### config.mk
export PLATFORM = sky130hd
export DESIGN_NAME = tcc_ctrl
export DESIGN_NICKNAME = d
export VERILOG_FILES = /design/src/rtl/tcc_pkg.sv /design/src/rtl/tcc_ctrl.sv
export SDC_FILE = /design/constraint.sdc
export NUM_CORES = 1
export LEC_CHECK = 0
export BUFFER_PORTS_ARGS = -buffer_cell sky130_fd_sc_hd__buf_2
export CAP_MARGIN = 20
export CORE_MARGIN = 2
export CORE_UTILIZATION = 40
export CTS_CLUSTER_SIZE = 14
export DETAILED_ROUTE_END_ITERATION = 8
export RECOVER_POWER = 25
export SYNTH_ARGS = -nofsm -noshare
export SYNTH_HDL_FRONTEND = slang
export SYNTH_SLANG_ARGS = --single-unit
### constraint.sdc
create_clock -name clk -period 3.28 [get_ports clk]
set_input_delay 0.164 -clock clk [delete_from_list [all_inputs] [get_ports clk]]
set_output_delay 0.164 -clock clk [all_outputs]
set_load 0.02 [all_outputs]
### src/rtl/tcc_pkg.sv
// ----------------------------------------------------------------------------
// tcc_pkg - shared definitions for the text console cursor/scroll core
// Field widths, character codes, result kinds and controller/datapath types.
// ----------------------------------------------------------------------------
package tcc_pkg;

  localparam int MAX_COLS_DEF = 160;
  localparam int MAX_ROWS_DEF = 96;

  localparam int CHAR_W  = 8;
  localparam int ROW_W   = 7;
  localparam int COL_W   = 8;
  localparam int GLYPH_W = 7;
  localparam int COLOR_W = 32;
  localparam int KIND_W  = 2;

  localparam int TD_ROW_LSB   = 0;
  localparam int TD_COL_LSB   = TD_ROW_LSB + ROW_W;
  localparam int TD_GLYPH_LSB = TD_COL_LSB + COL_W;
  localparam int TD_COLOR_LSB = TD_GLYPH_LSB + GLYPH_W;
  localparam int TD_USED_W    = TD_COLOR_LSB + COLOR_W;
  localparam int M_TDATA_W    = ((TD_USED_W + 7) / 8) * 8;
  localparam int S_TDATA_W    = CHAR_W;

  localparam logic [CHAR_W-1:0] CH_NEWLINE   = 8'h0A;
  localparam logic [CHAR_W-1:0] CH_RETURN    = 8'h0D;
  localparam logic [CHAR_W-1:0] CH_BACKSPACE = 8'h08;
  localparam logic [CHAR_W-1:0] CH_TAB       = 8'h09;
  localparam logic [CHAR_W-1:0] CH_SPACE     = 8'd32;
  localparam logic [CHAR_W-1:0] CH_TILDE     = 8'd126;
  localparam logic [GLYPH_W-1:0] GLYPH_BLANK = 7'd32;
  localparam int TAB_WIDTH = 4;
  localparam int TAB_CNT_W = $clog2(TAB_WIDTH);

  localparam logic [7:0]         COLUMNS_RST = 8'd160;
  localparam logic [6:0]         ROWS_RST    = 7'd96;
  localparam logic [COLOR_W-1:0] COLOR_RST   = 32'd12632256;

  typedef enum logic [1:0] {
    REG_COLUMNS = 2'd0,
    REG_ROWS    = 2'd1,
    REG_COLOR   = 2'd2,
    REG_ENABLE  = 2'd3
  } reg_idx_t;

  typedef enum logic [KIND_W-1:0] {
    KIND_CELL   = 2'd0,
    KIND_SCROLL = 2'd1,
    KIND_CLEAR  = 2'd2
  } kind_t;

  typedef enum logic [2:0] {
    CC_NEWLINE,
    CC_RETURN,
    CC_BACKSPACE,
    CC_TAB,
    CC_PRINT,
    CC_OTHER
  } ch_class_t;

  typedef enum logic [3:0] {
    OP_NONE,
    OP_LOAD,
    OP_PREP,
    OP_TROW_MOD,
    OP_NEWLINE,
    OP_CR,
    OP_BS,
    OP_TAB,
    OP_CHAR,
    OP_PHYS,
    OP_PRINT_NEXT,
    OP_SCROLL,
    OP_HOME
  } dp_op_t;

  typedef enum logic [1:0] {
    ADDR_CUR,
    ADDR_ROW,
    ADDR_ALL
  } addr_sel_t;

  typedef enum logic [1:0] {
    EMIT_PRINT,
    EMIT_BS,
    EMIT_SCROLL,
    EMIT_CLEAR
  } emit_src_t;

  typedef struct packed {
    dp_op_t    op;
    logic      mod_start;
    logic      sweep_clr;
    logic      sweep_inc;
    logic      ram_we;
    addr_sel_t addr_sel;
    logic      emit;
    emit_src_t emit_src;
    logic      emit_last;
  } dp_cmd_t;

  typedef struct packed {
    logic      enabled;
    logic      is_clear;
    ch_class_t ch_class;
    logic      top_lt_rows;
    logic      mod_done;
    logic      col_full;
    logic      row_has_next;
    logic      row_sweep_done;
    logic      all_sweep_done;
    logic      tab_more;
    logic      out_free;
  } dp_status_t;

endpackage

### src/rtl/tcc_ctrl.sv
// ----------------------------------------------------------------------------
// tcc_ctrl - console controller
// Sequences one request at a time through the datapath: decode, cursor moves,
// row scrolls, full clears and result emission.
// ----------------------------------------------------------------------------
module tcc_ctrl import tcc_pkg::*; (
  input  logic       clk,
  input  logic       rst,
  input  logic       in_valid,
  output logic       in_ready,
  output dp_cmd_t    cmd,
  input  dp_status_t status
);

  typedef enum logic [15:0] {
    S_IDLE  = 16'h0001,
    S_PREP  = 16'h0002,
    S_MOD   = 16'h0004,
    S_DISP  = 16'h0008,
    S_PRINT = 16'h0010,
    S_PPHYS = 16'h0020,
    S_PEMIT = 16'h0040,
    S_SCRL  = 16'h0080,
    S_SPHYS = 16'h0100,
    S_SSWP  = 16'h0200,
    S_SEMIT = 16'h0400,
    S_BPHYS = 16'h0800,
    S_BREAD = 16'h1000,
    S_BEMIT = 16'h2000,
    S_CLR   = 16'h4000,
    S_CEMIT = 16'h8000
  } state_t;

  state_t state, state_next;
  logic   from_print, from_print_next;

  assign in_ready = (state == S_IDLE);

  always_ff @(posedge clk) begin
    if (rst) begin
      state      <= S_IDLE;
      from_print <= 1'b0;
    end else begin
      state      <= state_next;
      from_print <= from_print_next;
    end
  end

  always_comb begin
    state_next      = state;
    from_print_next = from_print;
    cmd             = '0;
    cmd.addr_sel    = ADDR_CUR;
    case (state)
      S_IDLE: begin
        if (in_valid && status.enabled) begin
          cmd.op     = OP_LOAD;
          state_next = S_PREP;
        end
      end
      S_PREP: begin
        cmd.op = OP_PREP;
        if (status.top_lt_rows) begin
          state_next = S_DISP;
        end else begin
          cmd.mod_start = 1'b1;
          state_next    = S_MOD;
        end
      end
      S_MOD: begin
        if (status.mod_done) begin
          cmd.op     = OP_TROW_MOD;
          state_next = S_DISP;
        end
      end
      S_DISP: begin
        if (status.is_clear) begin
          cmd.sweep_clr = 1'b1;
          state_next    = S_CLR;
        end else begin
          case (status.ch_class)
            CC_NEWLINE: begin
              cmd.op = OP_NEWLINE;
              if (status.row_has_next) begin
                state_next = S_IDLE;
              end else begin
                from_print_next = 1'b0;
                state_next      = S_SCRL;
              end
            end
            CC_RETURN: begin
              cmd.op     = OP_CR;
              state_next = S_IDLE;
            end
            CC_BACKSPACE: begin
              cmd.op     = OP_BS;
              state_next = S_BPHYS;
            end
            CC_TAB: begin
              cmd.op     = OP_TAB;
              state_next = S_PRINT;
            end
            CC_PRINT: begin
              cmd.op     = OP_CHAR;
              state_next = S_PRINT;
            end
            default: state_next = S_IDLE;
          endcase
        end
      end
      S_PRINT: begin
        if (status.col_full) begin
          cmd.op = OP_NEWLINE;
          if (status.row_has_next) begin
            state_next = S_PPHYS;
          end else begin
            from_print_next = 1'b1;
            state_next      = S_SCRL;
          end
        end else begin
          state_next = S_PPHYS;
        end
      end
      S_PPHYS: begin
        cmd.op     = OP_PHYS;
        state_next = S_PEMIT;
      end
      S_PEMIT: begin
        if (status.out_free) begin
          cmd.ram_we    = 1'b1;
          cmd.emit      = 1'b1;
          cmd.emit_src  = EMIT_PRINT;
          cmd.emit_last = !status.tab_more;
          cmd.op        = OP_PRINT_NEXT;
          state_next    = status.tab_more ? S_PRINT : S_IDLE;
        end
      end
      S_SCRL: begin
        cmd.op        = OP_SCROLL;
        cmd.sweep_clr = 1'b1;
        state_next    = S_SPHYS;
      end
      S_SPHYS: begin
        cmd.op     = OP_PHYS;
        state_next = S_SSWP;
      end
      S_SSWP: begin
        cmd.ram_we    = 1'b1;
        cmd.addr_sel  = ADDR_ROW;
        cmd.sweep_inc = 1'b1;
        if (status.row_sweep_done) begin
          state_next = S_SEMIT;
        end
      end
      S_SEMIT: begin
        if (status.out_free) begin
          cmd.emit      = 1'b1;
          cmd.emit_src  = EMIT_SCROLL;
          cmd.emit_last = !from_print;
          state_next    = from_print ? S_PPHYS : S_IDLE;
        end
      end
      S_BPHYS: begin
        cmd.op     = OP_PHYS;
        state_next = S_BREAD;
      end
      S_BREAD: state_next = S_BEMIT;
      S_BEMIT: begin
        if (status.out_free) begin
          cmd.emit      = 1'b1;
          cmd.emit_src  = EMIT_BS;
          cmd.emit_last = 1'b1;
          state_next    = S_IDLE;
        end
      end
      S_CLR: begin
        cmd.ram_we    = 1'b1;
        cmd.addr_sel  = ADDR_ALL;
        cmd.sweep_inc = 1'b1;
        if (status.all_sweep_done) begin
          cmd.op     = OP_HOME;
          state_next = S_CEMIT;
        end
      end
      S_CEMIT: begin
        if (status.out_free) begin
          cmd.emit      = 1'b1;
          cmd.emit_src  = EMIT_CLEAR;
          cmd.emit_last = 1'b1;
          state_next    = S_IDLE;
        end
      end
      default: state_next = S_IDLE;
    endcase
  end

endmodule

Word level (Yosys, flattened, before mapping)

Cells that the tools add are included.

Eq/ne operators: 32
Multiplexer cells: 43
Reductions and logical operators: 11

Operators with widths:

| operator                                         | count |
|---|---|
| case mux 16 bit (15 select lines)                | 1 |
| 2-to-1 mux 16 bit                                | 9 |
| case mux 12 bit (3 select lines)                 | 1 |
| case mux 4 bit (9 select lines)                  | 1 |
| 2-to-1 mux 4 bit                                 | 8 |
| case mux 4 bit (5 select lines)                  | 1 |
| != test 2 bit (second input constant)            | 9 |
| == test 16 x 1 -> 1 bit (second input constant)  | 1 |
| == test 16 x 10 -> 1 bit (second input constant) | 1 |
| == test 16 x 11 -> 1 bit (second input constant) | 1 |
| == test 16 x 12 -> 1 bit (second input constant) | 1 |
| == test 16 x 13 -> 1 bit (second input constant) | 1 |
| == test 16 x 14 -> 1 bit (second input constant) | 1 |
| == test 16 x 15 -> 1 bit (second input constant) | 1 |
| == test 16 bit (second input constant)           | 1 |
| == test 16 x 2 -> 1 bit (second input constant)  | 1 |
| == test 16 x 3 -> 1 bit (second input constant)  | 1 |
| == test 16 x 4 -> 1 bit (second input constant)  | 1 |
| == test 16 x 5 -> 1 bit (second input constant)  | 1 |
| == test 16 x 6 -> 1 bit (second input constant)  | 1 |
| == test 16 x 7 -> 1 bit (second input constant)  | 1 |
| == test 16 x 8 -> 1 bit (second input constant)  | 1 |
| == test 16 x 9 -> 1 bit (second input constant)  | 1 |
| 2-to-1 mux 8 bit                                 | 2 |
| other kinds (20)                                 | 38 |

Word-level logic and storage cells: 88
Output and inout port bits: 15
Register bits after elaboration: 17

Depth between registers and ports, before layout

Gate-level depths: netlist of the first run.

Depth in word-level cells: 5
Depth in mapped cells: 7
Gate-level depth less buffers: 6

Worst setup path before layout of the first run

No wires, ideal clock.

Path kind: register -> output
From: reg state[8]
To: out cmd[10] in the netlist's numbering
Slack: 1.262 ns
Stages on the path, launching flop included: 7
Arrival: 1.854 ns
Cells stage by stage: dfxtp_1 -> buf_6 -> nor4_4 -> nand3_1 -> nor2_1 -> a31oi_1 -> nand3_1

RTL lines:

| what                   | line           | RTL |
|---|---|---|
| start, declared        | tcc_ctrl.sv:34 | `state_t state, state_next;` |
| start signal, assigned | tcc_ctrl.sv:44 | `state <= state_next;` |
| end, declared          | tcc_ctrl.sv:11 | `output dp_cmd_t cmd,` |

==> out/metrics.yaml, run 1 <==
synth:
  synth.area.top_cells: "dfxtp_1, nor4_4, nor2_1"
  synth_edf_count: 0
  netlist_area_um2: 1378
  async_flop_share_pct: 0
  synth_warnings: 0
  synthesis.nets: 188
  syn_avg_cell_area_um2: 8.009
  seq_area_frac_synth_pct: 24.70
  ys.flop_type: "dfxtp_1"
  synth_top_cell_by_area: "dfxtp_1"
  netlist.area_leader.share_pct: 24.70
  synthCells: 172
  ys_ff_latch: 17
  ys_types: 56
placement:
  io_buffers: 30
  place_area_um2: 1553
  dp_slack_ns: 1.096
  hpwl_mm: 3.144
  routabilityCongestion: 0.9057
global_routing:
  grt_pass1_vias: 1346
  antenna_found_initial: 0
  grt_max_degree: 14
  overflow: 0
  grt_usage_pct: 21.57
  grt_pass1_wl_mm: 6.824
clock_tree:
  htreeDepth: 1
  cts_tree: "built"
  clock-sinks: 17
  cts_root_buffer: "clkbuf_4"
  ctsResizeCount: 0
  insertion_delay_ns: 0.31
  cts_made_buffers: 3
  post_cts_buffers: 0
  holdBufCountCts: 0
  clockBufferDepth: 2
  clk_transition_reported_paths_ns: 0.11
timing:
  slew_violations: 0
  rsz0062_at_grt: "no"
  hold_viol_final: 0
  fmax_ghz: 0.3856
  finalCriticalPeriod_ns: 2.593
  fin_tns_setup_ns: 0
  fin_ws_ns: 0.6869
  fin_crit_sh_pct: 79.06
  fin_skew_ns: 0.007893
  relSlewSlack_pct: 47.61
  setup_viol: 0
  worst_slew_pin_slew_ns: 0.7858
setup_path:
  cpPeakStageDelay_ns: 0.56
  critical_path_arrival_ns: 2.43
  crit_path_frequent_cell: "nand4_1"
  r2r-end: "state[12]"
  slowest_stage: "nor4_4"
  r2r_setup_slack_ns: 0.78
  rr_startpoint: "state[8]"
  crit_required_ns: 3.12
  rr_worst_depth: 6
  path_cells: "nor4_4, nand4_1, nor3_1, nand3_1, nand4_1, buf_2"
  critPathMaxFanout: 10
  startpoint: "state[8]"
  critPathKind: "flop to primary output"
  crit_path_end_kind: "primary output"
  worstSetupStartpointType: "flop"
detailed_routing:
  ant_nets: 0
  wl_met1_mm: 1.881
  wl_met2_mm: 1.773
  vias: 1451
  first_pass_iters: 4
  route.detailed.drc: 0
  top_layer_used: "met4"
  first_iter_violations: 89
  dr_wl_met3_um: 214
  vias_per_cell: 5.898
  wl_mm: 3.957
  post_drt_wl_per_cell_um: 16.09
layout:
  antennaDiodeCount: 0
  post-route-util_pct: 46.60
  area_delta_synth_final_pct: 11.99
  nFillCells: 343
  register_area_um2: 340.3
  stdcell_area_um2: 1543
  multiInputGateArea_um2: 937.1
  drive_gt1_share_pct: 22.50
  nets: 217
worst_hold_path:
  holdPathEnd: "state[11]"
  hold_start: "status[8]"
  min_path_cells: 2
  hp-class: "primary input to flop"
floorplanning:
  rows: 21
  die_h_um: 62.69
  core-area_um2: 3311
  start_util_pct: 41.61
  boundaryPins: 31
  fp.dieW_um: 62.69
  die_area_um2: 3929
pwr:
  powerDensity_nw_per_um2: 347.9
  power.leakage_nw: 0.6175
  peakVddDrop_v: 0.0002062
job:
  maxCapViolations: 0
run_status:
  status: "finished, final reports clean"
how the worst max path moves through the flow:
stage | to | slack [ns]
after global placement | cmd[0] | 1.14
after CTS | cmd[13] | 0.77
after detailed placement | cmd[13] | 1.10
final | cmd[13] | 0.69
after global routing | cmd[13] | 0.45
after floorplan | cmd[10] | 1.26
placed cells by master (no fill, tap or decap), types with 4 or more instances in the layout:
master    Yosys  layout
nor4b_1       4       4
nand2b_1      4       4
nand2_1      15      15
a21oi_1      10      10
dfxtp_1      17      17
nor4_1        5       5
nor3_1       10      10
inv_1         7       7
nor4_4        4       4
buf_2         5      28
nor2_1       20      20
nand4_1       4       5
nand3_1       7       7
Yosys cell counts (3+ instances only):
library cell	n
a211oi_1	3
a21oi_1	10
buf_2	5
dfxtp_1	17
inv_1	7
nand2_1	15
nand2b_1	4
nand3_1	7
nand4_1	4
nor2_1	20
nor2b_1	3
nor3_1	10
nor4_1	5
nor4_4	4
nor4b_1	4
o21ai_0	3
xor2_1	3
cell type report:
cell class,count,share of cell area [%]
Clock buffer,4,1.703
Inverter,7,1.703
Multi-Input combinational cell,141,60.75
Sequential cell,17,22.06
Tap cell,46,3.731
Timing Repair Buffer,31,10.06
power breakdown:
part           switching [W]  internal, W
Combinational       0.000113    0.0000709
Clock              0.0000742    0.0000475
Sequential         0.0000179     0.000213
cell families (layout without fill, tap and decap cells):
| family | after synthesis | in the layout | share of synthesized area, % |
|---|---|---|---|
| compound gates | 33 | 33 | 18.17 |
| mux | 2 | 2 | 1.453 |
| simple gates | 102 | 102 | 48.32 |
| buf+inv | 14 | 42 | 4.814 |
| xor+xnor | 4 | 4 | 2.544 |
| flops | 17 | 17 | 24.71 |
critical path: cells and delay by family, from the launching register on:
| family | cells | cell delay [ns] |
|---|---|---|
| buffers and inverters | 1 | 0.16 |
| flip-flops | 1 | 0.41 |
| AND/OR/NAND/NOR | 5 | 1.55 |
sequential cells by signal (all words and copies together), names as in the netlist:
| signal | flops |
|---|---|
| from_print | 1 |
| state | 16 |
per-layer routing:
layer	up-vias	global-route usage, %
li1	709	-
met1	683	30.16
met2	50	34.27
met3	9	2.703
met4	0	7.222
met5	-	0
through the flow:
| stage | std cells | total power, W | hold slack [ns] |
|---|---|---|---|
| after floorplan | 172 | 0.0003763 | 0.2420 |
| after global placement | 242 | 0.0004313 | 0.3799 |
| after detailed placement | 242 | 0.0004306 | 0.3876 |
| after CTS | 246 | 0.0005518 | 0.05400 |
| after global routing | 246 | 0.0005719 | 0.07251 |
| final | 246 | 0.0005368 | 0.05704 |
(Power assumes the default switching activity.)
==> inputs of run 2 (changes only) <==
Clock period 3.28 ns to 2.7 ns, I/O delays scaled along.
==> out/metrics.yaml, run 2 (same netlist as run 1, synthesis figures left out) <==
detailed_routing:
  wl_mm: 4.003  # was 3.957 mm
  first_pass_iters: 4  # unchanged
  ant_nets: 0  # unchanged
  vias: 1453  # was 1451
  first_iter_violations: 75  # was 89
  post_drt_wl_per_cell_um: 16.08  # was 16.09 µm
  vias_per_cell: 5.835  # was 5.898
  route.detailed.drc: 0  # unchanged
global_routing:
  overflow: 0  # unchanged
  grt_pass1_wl_mm: 6.720  # was 6.824 mm
  grt_util_met2_pct: 34.01  # was 34.27%
  antenna_found_initial: 0  # unchanged
  grt_usage_pct: 21.53  # was 21.57%
  grt_max_degree: 14  # unchanged
  grt_pass1_vias: 1387  # was 1346
  use_met3_pct: 3.784  # was 2.703%
  top_usage_layer: "met2"  # unchanged
  grt_use_met1_pct: 29.38  # was 30.16%
setup_path:
  crit_path_frequent_cell: "nand4_1"  # unchanged
  path_cells: "nor4_4, nand4_1, nor3_1, nand3_1, nand4_1, buf_2"  # unchanged
  critical_path_arrival_ns: 2.37  # was 2.43 ns
  cpPeakStageDelay_ns: 0.58  # was 0.56 ns
  crit_required_ns: 2.57  # was 3.12 ns
  cp_top_family: "simple AND/OR/NAND/NOR gates"  # unchanged
  crit_path_end_kind: "primary output"  # unchanged
  worstSetupStartpointType: "flop"  # unchanged
  critPathMaxFanout: 10  # unchanged
  critPathBufInv: 1  # unchanged
  critPathKind: "flop to primary output"  # unchanged
  slowest_stage: "nor4_4"  # unchanged
layout:
  largest_reg_flops: 16  # unchanged
  drive_gt1_share_pct: 24.14  # was 22.50%
  final_common_cell: "buf_2"  # unchanged
  multiInputGateArea_um2: 937.1  # unchanged
  mostFrequentLayoutCells: "buf_2, nor2_1, dfxtp_1, nand2_1"  # unchanged
  nets: 220  # was 217
  regMostFlops: "state"  # unchanged
  antennaDiodeCount: 0  # unchanged
  reg.largest.list: "state (16), from_print (1)"  # unchanged
  area_delta_synth_final_pct: 13.71  # was 11.99%
  nFillCells: 367  # was 343
  register_area_um2: 340.3  # unchanged
pwr:
  power.leakage_nw: 0.6351  # was 0.6175 nW
  peakVddDrop_v: 0.0001933  # was 0.0002062 V
  powerDensity_nw_per_um2: 421.5  # was 347.9 nW/µm²
clock_tree:
  htreeDepth: 1  # unchanged
  post_cts_buffers: 0  # unchanged
  cts_tree: "built"  # unchanged
  ctsResizeCount: 0  # unchanged
  insertion_delay_ns: 0.30  # was 0.31 ns
  clock-sinks: 17  # unchanged
  cts_root_buffer: "clkbuf_4"  # unchanged
  clk_transition_reported_paths_ns: 0.12  # was 0.11 ns
  holdBufCountCts: 0  # unchanged
  cts_made_buffers: 3  # unchanged
  clockBufferDepth: 2  # unchanged
timing:
  fmax_ghz: 0.3986
  fin_crit_sh_pct: 92.92
  slew_violations: 0  # unchanged
  hold_viol_final: 0  # unchanged
  fin_ws_ns: 0.1912  # was 0.6869 ns
  worst_slew_pin_slew_ns: 0.7602  # was 0.7858 ns
  relSlewSlack_pct: 49.32  # was 47.61%
  finalCriticalPeriod_ns: 2.509
  fin_tns_setup_ns: 0  # unchanged
  setup_viol: 0  # unchanged
  rsz0062_at_grt: "no"  # unchanged
  fin_skew_ns: 0.009059  # was 0.007893 ns
worst_hold_path:
  hp-class: "primary input to flop"  # unchanged
floorplanning:
  fp.dieW_um: 62.69  # unchanged
  boundaryPins: 31  # unchanged
  rows: 21  # unchanged
  core-area_um2: 3311  # unchanged
  start_util_pct: 41.61  # unchanged
  die_h_um: 62.69  # unchanged
  die_area_um2: 3929  # unchanged
placement:
  io_buffers: 30  # unchanged
  routabilityCongestion: 0.9158  # was 0.9057
  hpwl_mm: 3.206  # was 3.144 mm
  dp_slack_ns: 0.4508  # was 1.096 ns
run_status:
  status: "finished, final reports clean"  # unchanged
job:
  maxCapViolations: 0  # unchanged
run 2: final timing paths:
kind | startpoint | end | slack [ns] | cells past startpoint
setup / recovery | state[8] | cmd[13] | 0.19 | 6
hold / removal | status[8] | state[11] | 0.03 | 2
setup reg to reg | state[8] | state[3] | 0.24 | 6
hold reg to reg | from_print | from_print | 0.53 | 2
run 2: stage by stage:
step           util (%)  hold WS (ns)  area [µm²]  total power (W)  cells
6_report          47.32       0.02532        1567        0.0006603    249
5_1_grt           47.32       0.01299        1567        0.0007021    249
4_1_cts           48.41       0.01836        1603        0.0006783    249
3_5_place_dp      47.58        0.3529        1575        0.0005335    245
3_3_place_gp      47.58        0.3490        1575        0.0005304    245
2_1_floorplan         -        0.2130        1378        0.0004571    172
run 2: where the power goes:
group          switching, W  leakage [nW]  total, W  internal [W]
sequential        0.0000216         0.137  0.000281      0.000259
clock             0.0000919        0.0177  0.000147     0.0000552
combinational      0.000142         0.480  0.000233     0.0000910
total              0.000255         0.635  0.000660      0.000405
run 2: per-layer routing:
metal / vias up / part of all wire [%]
met5: - / 0
met4: 0 / 1.9
met3: 8 / 5.7
met2: 52 / 46
met1: 680 / 46
li1: 713 / -
run 2: final cells by class:
class	instances	share of cell area, %
Clock inverter	1	0.3195
Timing Repair Buffer	34	11.34
Sequential cell	17	21.73
Clock buffer	3	1.438
Inverter	7	1.677
Tap cell	46	3.674
Multi-Input combinational cell	141	59.82
run 2: worst register-to-register path, cell delays in order (launching register included):
cell,delay (ns)
dfxtp_1,0.41
nor4_4,0.58
and3_1,0.31
a22oi_1,0.11
o221ai_1,0.62
or2_4,0.28
nor4b_2,0.05
